--- src/rtl/gregorian_date_difference_top_defines.svh ---
`ifndef GREGORIAN_DATE_DIFFERENCE_TOP_DEFINES_SVH
`define GREGORIAN_DATE_DIFFERENCE_TOP_DEFINES_SVH

// same-cycle check: when ante holds, cons must hold at that edge
`define GDD_ASSERT_NOW(lbl, ante, cons, msg) \
    lbl: assert property (@(posedge i_clk) disable iff (!i_rst_n) \
        (ante) |-> (cons)) else $error(msg);

// next-cycle check: when ante holds, cons must hold at the following edge
`define GDD_ASSERT_NEXT(lbl, ante, cons, msg) \
    lbl: assert property (@(posedge i_clk) disable iff (!i_rst_n) \
        (ante) |=> (cons)) else $error(msg);

`endif

--- src/rtl/gdd_pkg.sv ---
`timescale 1ns / 1ps
`default_nettype none

package gdd_pkg;

    // field widths
    localparam int DAY_W   = 5;
    localparam int MONTH_W = 4;
    localparam int YEAR_W  = 14;
    localparam int NUM_W   = 23;
    localparam int QUOT_W  = 8;

    // year limits
    localparam logic [YEAR_W-1:0] YEAR_MIN = YEAR_W'(1);
    localparam logic [YEAR_W-1:0] YEAR_MAX = YEAR_W'(9999);

    // division by 100 as multiply by reciprocal, exact for values below 43699
    localparam int RECIP_W     = 13;
    localparam int RECIP_SHIFT = 19;
    localparam logic [RECIP_W-1:0] RECIP_100 = RECIP_W'(5243);
    localparam int PROD_W = YEAR_W + RECIP_W;

    localparam logic [NUM_W-1:0] YEAR_DAYS = NUM_W'(365);

    // month codes
    localparam logic [MONTH_W-1:0] MONTH_JAN = MONTH_W'(1);
    localparam logic [MONTH_W-1:0] MONTH_FEB = MONTH_W'(2);
    localparam logic [MONTH_W-1:0] MONTH_MAR = MONTH_W'(3);
    localparam logic [MONTH_W-1:0] MONTH_DEC = MONTH_W'(12);

    // both dates as carried in the input item, first_day in the lowest bits
    typedef struct packed {
        logic [YEAR_W-1:0]  second_year;
        logic [MONTH_W-1:0] second_month;
        logic [DAY_W-1:0]   second_day;
        logic [YEAR_W-1:0]  first_year;
        logic [MONTH_W-1:0] first_month;
        logic [DAY_W-1:0]   first_day;
    } t_date_pair;

    localparam int PAIR_W = $bits(t_date_pair);

    // length of a month, february by leap flag; zero for codes with no month
    function automatic logic [DAY_W-1:0] month_len(input logic [MONTH_W-1:0] m,
                                                   input logic leap);
        logic [DAY_W-1:0] len;
        unique case (m)
            4'd1, 4'd3, 4'd5, 4'd7, 4'd8, 4'd10, 4'd12: len = DAY_W'(31);
            4'd4, 4'd6, 4'd9, 4'd11:                  len = DAY_W'(30);
            4'd2:    len = leap ? DAY_W'(29) : DAY_W'(28);
            default: len = '0;
        endcase
        return len;
    endfunction

    // days before the month in a year that starts in march
    function automatic logic [8:0] march_offset(input logic [MONTH_W-1:0] m);
        logic [8:0] off;
        unique case (m)
            4'd3:    off = 9'd0;
            4'd4:    off = 9'd31;
            4'd5:    off = 9'd61;
            4'd6:    off = 9'd92;
            4'd7:    off = 9'd122;
            4'd8:    off = 9'd153;
            4'd9:    off = 9'd184;
            4'd10:   off = 9'd214;
            4'd11:   off = 9'd245;
            4'd12:   off = 9'd275;
            4'd1:    off = 9'd306;
            4'd2:    off = 9'd337;
            default: off = 9'd0;
        endcase
        return off;
    endfunction

endpackage

`default_nettype wire

--- src/rtl/gdd_day_number.sv ---
`timescale 1ns / 1ps
`default_nettype none

module gdd_day_number (
    input  wire logic [gdd_pkg::DAY_W-1:0]   i_day,
    input  wire logic [gdd_pkg::MONTH_W-1:0] i_month,
    input  wire logic [gdd_pkg::YEAR_W-1:0]  i_year,
    output logic      [gdd_pkg::NUM_W-1:0]   o_day_num,
    output logic                             o_valid
);

    logic [gdd_pkg::YEAR_W-1:0] year_m1;
    logic [gdd_pkg::PROD_W-1:0] prod_y;
    logic [gdd_pkg::PROD_W-1:0] prod_ym1;
    logic [gdd_pkg::QUOT_W-1:0] q_y;
    logic [gdd_pkg::QUOT_W-1:0] q_ym1;
    logic                       century;
    logic                       leap;
    logic                       early;
    logic [gdd_pkg::YEAR_W-1:0] ya;
    logic [gdd_pkg::QUOT_W-1:0] qa;
    logic [gdd_pkg::DAY_W-1:0]  len;

    // year / 100 for the year and the year before, in parallel
    assign year_m1  = i_year - gdd_pkg::YEAR_W'(1);
    assign prod_y   = gdd_pkg::PROD_W'(i_year) * gdd_pkg::PROD_W'(gdd_pkg::RECIP_100);
    assign prod_ym1 = gdd_pkg::PROD_W'(year_m1) * gdd_pkg::PROD_W'(gdd_pkg::RECIP_100);
    assign q_y      = prod_y[gdd_pkg::RECIP_SHIFT +: gdd_pkg::QUOT_W];
    assign q_ym1    = prod_ym1[gdd_pkg::RECIP_SHIFT +: gdd_pkg::QUOT_W];

    // century year when the quotient steps; divisible by 400 when it is a multiple of 4
    assign century = (q_y != q_ym1) && (i_year != '0);
    assign leap    = ((i_year[1:0] == 2'b00) && !century)
                   || (century && (q_y[1:0] == 2'b00));

    // january and february count in the previous march-based year
    assign early = (i_month < gdd_pkg::MONTH_MAR);
    assign ya    = early ? year_m1 : i_year;
    assign qa    = early ? q_ym1 : q_y;

    // day count since the epoch
    assign o_day_num = (gdd_pkg::YEAR_DAYS * gdd_pkg::NUM_W'(ya))
                     + gdd_pkg::NUM_W'(ya >> 2)
                     - gdd_pkg::NUM_W'(qa)
                     + gdd_pkg::NUM_W'(qa >> 2)
                     + gdd_pkg::NUM_W'(gdd_pkg::march_offset(i_month))
                     + gdd_pkg::NUM_W'(i_day);

    // range checks
    assign len     = gdd_pkg::month_len(i_month, leap);
    assign o_valid = (i_year >= gdd_pkg::YEAR_MIN) && (i_year <= gdd_pkg::YEAR_MAX)
                   && (i_month >= gdd_pkg::MONTH_JAN) && (i_month <= gdd_pkg::MONTH_DEC)
                   && (i_day != '0) && (i_day <= len);

endmodule

`default_nettype wire

--- src/rtl/gregorian_date_difference_top.sv ---
// an accepted item goes from the input register through the result register to the output
// throughput: one item per cycle while the output is not stalled, set by a single pass
//   from the input register through both day-number converters into the result register
// reset: synchronous, active low; both stages are emptied, no item in flight
`timescale 1ns / 1ps
`default_nettype none

`include "gregorian_date_difference_top_defines.svh"

module gregorian_date_difference_top (
    input  wire logic        i_clk,
    input  wire logic        i_rst_n,
    input  wire logic        i_s_tvalid,
    output logic             o_s_tready,
    // first_day, first_month, first_year, second_day, second_month, second_year
    input  wire logic [47:0] i_s_tdata,
    output logic             o_m_tvalid,
    input  wire logic        i_m_tready,
    // day_difference
    output logic [23:0]      o_m_tdata,
    // date_invalid
    output logic             o_m_tuser
);

    gdd_pkg::t_date_pair             r_s1_data;
    logic                            r_s1_valid;
    logic                            r_out_valid;
    logic [gdd_pkg::NUM_W-1:0]       r_out_diff;
    logic                            r_out_inv;

    logic                            out_adv;
    logic [gdd_pkg::NUM_W-1:0]       num1;
    logic [gdd_pkg::NUM_W-1:0]       num2;
    logic                            ok1;
    logic                            ok2;
    logic [gdd_pkg::NUM_W-1:0]       n_out_diff;
    logic                            n_out_inv;

    // stage handshakes
    assign out_adv    = !r_out_valid || i_m_tready;
    assign o_s_tready = !r_s1_valid || out_adv;

    // input register
    always_ff @(posedge i_clk) begin
        if (!i_rst_n) begin
            r_s1_valid <= 1'b0;
        end else if (o_s_tready) begin
            r_s1_valid <= i_s_tvalid;
        end
        if (o_s_tready && i_s_tvalid) begin
            r_s1_data <= gdd_pkg::t_date_pair'(i_s_tdata[gdd_pkg::PAIR_W-1:0]);
        end
    end

    // day numbers of both dates
    gdd_day_number u_num1 (
        .i_day     (r_s1_data.first_day),
        .i_month   (r_s1_data.first_month),
        .i_year    (r_s1_data.first_year),
        .o_day_num (num1),
        .o_valid   (ok1)
    );

    gdd_day_number u_num2 (
        .i_day     (r_s1_data.second_day),
        .i_month   (r_s1_data.second_month),
        .i_year    (r_s1_data.second_year),
        .o_day_num (num2),
        .o_valid   (ok2)
    );

    // difference, forced to zero on a bad date
    assign n_out_inv  = !(ok1 && ok2);
    assign n_out_diff = n_out_inv ? '0 : (num2 - num1);

    // result register
    always_ff @(posedge i_clk) begin
        if (!i_rst_n) begin
            r_out_valid <= 1'b0;
        end else if (out_adv) begin
            r_out_valid <= r_s1_valid;
        end
        if (out_adv && r_s1_valid) begin
            r_out_diff <= n_out_diff;
            r_out_inv  <= n_out_inv;
        end
    end

    assign o_m_tvalid = r_out_valid;
    assign o_m_tdata  = {1'b0, r_out_diff};
    assign o_m_tuser  = r_out_inv;

    // checks
    `GDD_ASSERT_NOW(a_inv_zero, o_m_tvalid && o_m_tuser, r_out_diff == '0, "bad date diff")
    `GDD_ASSERT_NEXT(a_take_in, i_s_tvalid && o_s_tready, r_s1_valid, "input item lost")
    `GDD_ASSERT_NEXT(a_move_out, r_s1_valid && out_adv, r_out_valid, "item lost between stages")
    `GDD_ASSERT_NOW(a_full_stall, r_s1_valid && !out_adv, !o_s_tready, "ready while full")

endmodule

`default_nettype wire
--- config.mk ---
export PLATFORM = sky130hd
export DESIGN_NAME = gregorian_date_difference_top
export DESIGN_NICKNAME = d
export VERILOG_FILES = /design/src/rtl/gdd_pkg.sv /design/src/rtl/gdd_day_number.sv /design/src/rtl/gregorian_date_difference_top.sv
export VERILOG_INCLUDE_DIRS = /design/src /design/src/rtl
export SDC_FILE = /design/constraint.sdc
export NUM_CORES = 1
export LEC_CHECK = 0
export ABC_AREA = 1
export ABC_CLOCK_PERIOD_IN_PS = 17500
export BUFFER_PORTS_ARGS = -buffer_cell sky130_fd_sc_hd__buf_2
export CAP_MARGIN = 25
export CORE_ASPECT_RATIO = 1.4
export CORE_MARGIN = 5
export CORE_UTILIZATION = 60
export CTS_CLUSTER_SIZE = 10
export DETAILED_ROUTE_END_ITERATION = 8
export PLACE_DENSITY = 0.77
export SYNTH_ARGS = -nofsm -noshare
export SYNTH_HDL_FRONTEND = slang
export SYNTH_SLANG_ARGS = --single-unit
--- constraint.sdc ---
create_clock -name i_clk -period 17.5 [get_ports i_clk]
set_input_delay 3.5 -clock i_clk [delete_from_list [all_inputs] [get_ports i_clk]]
set_output_delay 3.5 -clock i_clk [all_outputs]
set_load 0.1 [all_outputs]
# Yosys cells after proc, flatten, opt, wreduce, memory -nomap -nowiden
# Memories as Yosys holds them, arrays and structs flattened. A register that Yosys moved wholly into a read port is not among the register bits.
# Index checks and enable logic that the tools add are counted.
[op_classes]
addsub = 13
multipliers = 6
order_cmp = 12
n_eq_ne = 26
n_mux = 10
reduce_logical = 40
[op_table]
columns = ["operator", "n"]
rows = [
  ["14-bit by 13-bit multiplier with 27-bit output, second input constant", 4],
  ["23-bit by 12-bit adder with 23-bit output", 2],
  ["23-bit by 5-bit adder with 23-bit output", 2],
  ["23-bit by 6-bit adder with 23-bit output", 2],
  ["23-bit by 9-bit adder with 23-bit output", 2],
  ["9-bit by 14-bit multiplier with 23-bit output, first input constant", 2],
  ["23-bit by 8-bit subtractor with 23-bit output", 2],
  ["4-bit equality test, second input constant", 10],
  ["4-bit by 3-bit equality test with 1-bit output, second input constant", 8],
  ["5-bit case mux with 3 select lines", 2],
  ["14-bit by 1-bit greater-or-equal comparator with 1-bit output, second input constant", 2],
  ["14-bit <= comparator, second input constant", 2],
  ["14-bit 2-to-1 mux", 2],
  ["14-bit nonzero test", 2],
  ["14-bit by 1-bit subtractor with 14-bit output, second input constant", 2],
  ["23-bit subtractor", 1],
  ["1-bit logical AND", 19],
  ["4-bit by 2-bit equality test with 1-bit output, second input constant", 4],
  ["8-bit 2-to-1 mux", 2],
  ["8-bit inequality test", 2],
  ["7-bit OR reduction", 2],
  ["5-bit <= comparator", 2],
  ["5-bit nonzero test", 2],
  ["4-bit by 1-bit equality test with 1-bit output, second input constant", 2],
  ["9 further kinds", 25],
]
[word_totals]
reg_bits = 72
romBits = 288
inputBits = 52
out_inout_bits = 27
wordCells = 119
mem_count = 2
[memory_table]
columns = ["name", "words", "word_bits", "read_ports", "rd_clocked_by_memory_dff", "write_ports", "line_no", "rtl"]
rows = [
  ["(name not given)", 16, 9, 1, 1, 0, "gdd_pkg.sv:59", "unique case (m)"],
  ["(name not given)", 16, 9, 1, 1, 0, "gdd_pkg.sv:59", ""],
]

# Longest topological paths before layout
[logic_depth]
ltp_word = 13
ltp_mapped = 59
mapped_depth_nobuf = 59

# Cells and area by module
# From an unflattened synthesis, not the netlist that was laid out.
[unflattened]
cells_unflattened = 4109
area_unflattened_um2 = 31635.3
[modules_own_cells]
columns = ["mod", "n_inst", "cells_each", "area_per_inst_um2"]
rows = [
  ["gdd_day_number (u_num1)", 1, 1830, 13828.3],
  ["gdd_day_number (u_num2)", 1, 1811, 13765.7],
  ["gregorian_date_difference_top", 1, 468, 4041.4],
]

# Worst setup path after synthesis
# OpenSTA, ideal clock, no wires.
[synth_timing]
path_kind = "register -> register"
start = "register r_s1_data[11] (netlist name)"
end = "register r_out_diff[20] (netlist name) (data pin)"
setup_ns = 0.257
arrival_ns = 10.830
required_time_ns = 17.243
setup_slack_ns = 6.414
stages_incl_launch_ff = 57
path_cell_list = "edfxtp_1 inv_1 ha_1 nand2_1 nand2_1 nand2_1 nand2_1 nand2_1 nand3_2 nand2_1 nand2_1 nand2_1 nand2_1 xor2_1 inv_1 fa_1 inv_1 ha_1 [... 21 more ...] fa_1 inv_1 fa_1 inv_1 fa_1 inv_1 fa_1 ha_1 nand2_1 nor3_1 nor2_1 o21ai_2 a21oi_1 o21bai_1 nand3_1 nand2_1 nand2_1 nor3b_2"
[synth_between]
elab_chain_cells = 12
word_cells_on_any_way = 31
classes_between = "add/sub (7); mul (3); order compare (3); eq/ne (1); mux (4); reduce/logical (13)"
[synth_lines]
columns = ["item", "line_no", "rtl"]
rows = [
  ["start: declaration", "gregorian_date_difference_top.sv:25", "gdd_pkg::t_date_pair r_s1_data;"],
  ["start signal: assignment", "gregorian_date_difference_top.sv:51", "r_s1_data <= gdd_pkg::t_date_pair'(i_s_tdata[gdd_pkg::PAIR_W-1:0]);"],
  ["parallel branches: the longest is 12 deep, another holds 9-bit by 14-bit multiplier with 23-bit output", "--", ""],
  ["end signal: assignment", "gregorian_date_difference_top.sv:84", "r_out_diff <= n_out_diff;"],
  ["end: declaration", "gregorian_date_difference_top.sv:28", "logic [gdd_pkg::NUM_W-1:0] r_out_diff;"],
]
# Several ways; the timed one is not identified.
# A chain may end at the register's enable or synchronous reset.

# Final worst setup path
[layout_timing]
start = "register r_s1_data[11] (netlist name)"
end = "register r_out_diff[19] (netlist name) (data pin)"
# Same word-level chain as after synthesis.

==> impl.org <==
** Finish
- Diodes inserted :: 0
- Multi-input combinational cell area :: 23,100 um2
- Of the cells placed in the final design, the portion with a size suffix greater than 1 is 0.0536.
- In the final design database the tool counted 4,758 nets.
- Layout Utilization :: 0.638
- Summing all flip-flop and latch instances after layout gives 2500 um2.
- Layout-stage area growth over the synthesis result :: 5.48%
- Fill cells in the final layout number 4,219.
- Cell area after layout :: 31,200 um2

** Die
- Measured along the y axis, the die boundary spans 273 um.
- The initial utilization of the core area, before any placement, comes to 0.605.
- Site row count :: 96
- The die covers 53,900 um2.
- During I/O placement, the number of pins put on the boundary was 79.
- The die is 198 um wide.
- The region available for standard cell placement spans 48,900 um2.

** GRT
- Via count of the first global-routing pass :: 24,862
- The initial antenna violation count is 0.
- The first global-routing pass estimated 125,000 um of wire.
- After global routing the overflow that remains totals 0.
- In the global route stage, overall resource usage came out at 0.299.
- Entering global routing, the biggest net connects 49 pins.

** Synth
- Synthesis produced a netlist whose cell count is 3,536.
- Number of distinct library cells after synthesis :: 51
- The synthesized design contains 90 register bits.
- Yosys top cell by area :: fa_1
- By area the synthesized netlist is led by fa_1 (31%), ha_1 (26%), inv_1 (13%).
- After synthesis, the largest family of logic cells by area is adder cells.
- XOR/XNOR Fraction of Synth Area :: 0.0147
- Register area share after synthesis :: 0.0846
- Yosys mapped a number of flops with a built-in enable equal to 70.
- Of the post-synthesis cell area, the part taken by muxes is 0.
- Of the total synthesized cell area, the portion taken by AND, OR, NAND and NOR gates is 0.145.
- Most used flip-flop cell after synthesis :: edfxtp_1
- Fraction of post-synthesis cell area in the top cell type by area :: 0.309
- Synthesized area divided by synthesized cell count :: 8.37 um2
- Of the total synthesized cell area, the portion taken by full adders, half adders and majority gates is 0.569.
- Counting flops with an async set or reset pin after synthesis yields a share of 0.
- Counting every net in the synthesized netlist gives 4,659.
- Area of the mapped netlist :: 29,600 um2
- Synth warnings :: 0
- Complex-gate fraction of the synthesized area :: 0.0522

** Flow run
- The tool flagged a number of max-cap violations equal to 0.

** Clocking
- In this run the number of H-tree levels came out at 3.
- Number of resized instances in the post-cts repair step :: 0
- TritonCTS created 9 clock buffers.
- Clock-pin slew was measured on the worst setup and hold paths at 0.08 ns.
- Clock tree synthesis found a total of 90 sinks.
- Later-pin clock latency in the skew report :: 0.39 ns
- Clock root buffer master :: clkbuf_16
- Counting along the longest clock path gives a buffer depth of 2.
- In this run, post-CTS hold repair placed 0 buffers.
- Post-CTS Repair Setup Buffers :: 0
- Clock tree from TritonCTS :: built

** Worst setup path
- Count of cells along the worst register-to-register path :: 56
- CP Launch Type :: register
- Launch instance of the worst register-to-register path :: r_s1_data[11]
- Crit path capture type :: register
- In this run the register-to-register setup slack is 4.44 ns.
- For this run, the slowest stage of the critical path takes 0.68 ns.
- Of all nets on the critical path, the largest fanout is 8.
- The slowest stage of the critical path is the edfxtp_1 cell.
- The kind of cell with the highest combined delay along the critical path is adder cells.
- The most numerous cell type found on the critical path is nand2_1.
- In this run the number of cells on the critical path is 56.
- The most critical setup path has its startpoint at r_s1_data[11].
- Data required time at the worst endpoint :: 17.63 ns
- Counting both buffers and inverters, the worst setup path holds a total of 11.
- Category of the critical setup timing path :: register to register
- For the worst setup path, the data arrival time is 13.18 ns.

** Drt
- The pre-antenna-repair detailed-routing pass consisted of 5 iterations.
- For this run, design rule violations remaining after detail routing come to 0.
- Wirelength, routed :: 78,000 um
- The detail route stage leaves a number of antenna-violating nets equal to 0.
- The routed layout has 22,640 vias.
- Mean routed wirelength per cell :: 18.2 um
- After detailed routing, the number of vias per cell comes to 5.29.
- Iteration-0 DRC count of the detailed router :: 1,173

** STA
- Number of endpoints with negative hold slack in the final report :: 0
- Headroom to the max-slew limit :: 0.321
- Final setup vio count :: 0
- Slew of the pin with the lowest slew margin :: 1.01 ns
- Crit path time final :: 13.06 ns
- The number of pins exceeding their max-slew limit in the final report was 0.
- Worst-case clock skew :: 0.0105 ns
- For this run, the top clock speed supported by timing is 76.6 MHz.
- Tcrit/Tclk final :: 0.746
- Adding up every negative setup slack in the final design gives 0 ns.
- Setup repair after global routing left no endpoint under its margin.

** Worst hold path
- Classification of the worst-slack hold path :: register to register
- Worst hold path cell count :: 2
- HP Start :: o_m_tvalid

** Placement
- Port-buffer cells :: 75
- Detailed placer's ending HPWL :: 70,600 um
- The congestion estimate from routability-driven global placement came to 0.975.
- The placed instances occupy a cell area of 30,900 um2.

** Status
- The flow ran to the end, and the final reports show no timing, DRC or antenna violations.
-- kinds of logic (layout without fill, tap and decap cells) --
logic type,after synthesis,count (layout)
buf+inv,1055,1159
fa+ha+maj,1071,1071
flops,90,90
simple gates,995,995
other cells,1,1
compound gates,277,277
xor+xnor,47,47
-- cell type report --
cell class	instances	area share
sequential	90	0.0802
timing repair buffer	100	0.0183
inverter	1043	0.125
clock buffer	9	0.00722
tap	637	0.0255
multi-input combinational	2391	0.741
clock inverter	7	0.00261
-- metrics by stage --
stage	hold slack, ns	cells	worst slack [ns]
2_1_floorplan	0.447	3536	6.41
3_3_place_gp	0.510	4256	4.69
3_5_place_dp	0.525	4259	4.60
4_1_cts	0.537	4275	4.55
5_1_grt	0.578	4277	3.76
6_report	0.541	4277	4.44
-- routing by layer --
| metal | part of all wire | global-route usage | up-vias |
|---|---|---|---|
| met5 | 0 | 0 | - |
| met4 | 0.10 | 0.230 | 0 |
| met3 | 0.029 | 0.0280 | 338 |
| met2 | 0.54 | 0.569 | 576 |
| met1 | 0.33 | 0.290 | 10768 |
| li1 | - | - | 10958 |
-- tightest hold or removal path, delay by kind of cell (launching register included) --
family | cells | cell delay (ns)
AOI/OAI and AO/OA | 1 | 0.05
DFF | 1 | 0.36
and+or+nand+nor | 1 | 0.08
-- final timing paths --
kind                                        to
worst max-delay path            r_out_diff[19]
worst min-delay path                o_m_tvalid
worst max register to register  r_out_diff[19]
worst min register to register      o_m_tvalid
-- cell usage after synthesis (9+ instances only) --
cell      instances
edfxtp_1         70
nand4_1          42
nor3_1            9
o21ai_1          10
nand2_2          15
inv_1          1038
xnor2_1          13
a21oi_1         114
nand3_1         105
o21bai_1         12
o21ai_0          96
nand2_1         602
fa_1            457
xor2_1           31
dfxtp_1          20
nor2_1          166
nor2_2           18
a21o_1           11
ha_1            614
-- cells in the final DEF, fill, tap and decap left out, types with 11 or more instances in the layout --
cell / n
o21ai_1: 13
nor2_2: 18
dfxtp_1: 20
xnor2_1: 13
xor2_1: 31
ha_1: 614
buf_2: 77
nor2_1: 166
fa_1: 457
a21oi_1: 113
nand2_2: 15
o21bai_1: 12
edfxtp_1: 70
inv_1: 1038
buf_4: 21
nand4_1: 42
nand3_1: 105
a21o_1: 11
nand2_1: 602
o21ai_0: 93
Power is left out: the tool's default activity adds up to more than one toggle a clock period on the data nets, which glitch-free logic cannot reach.
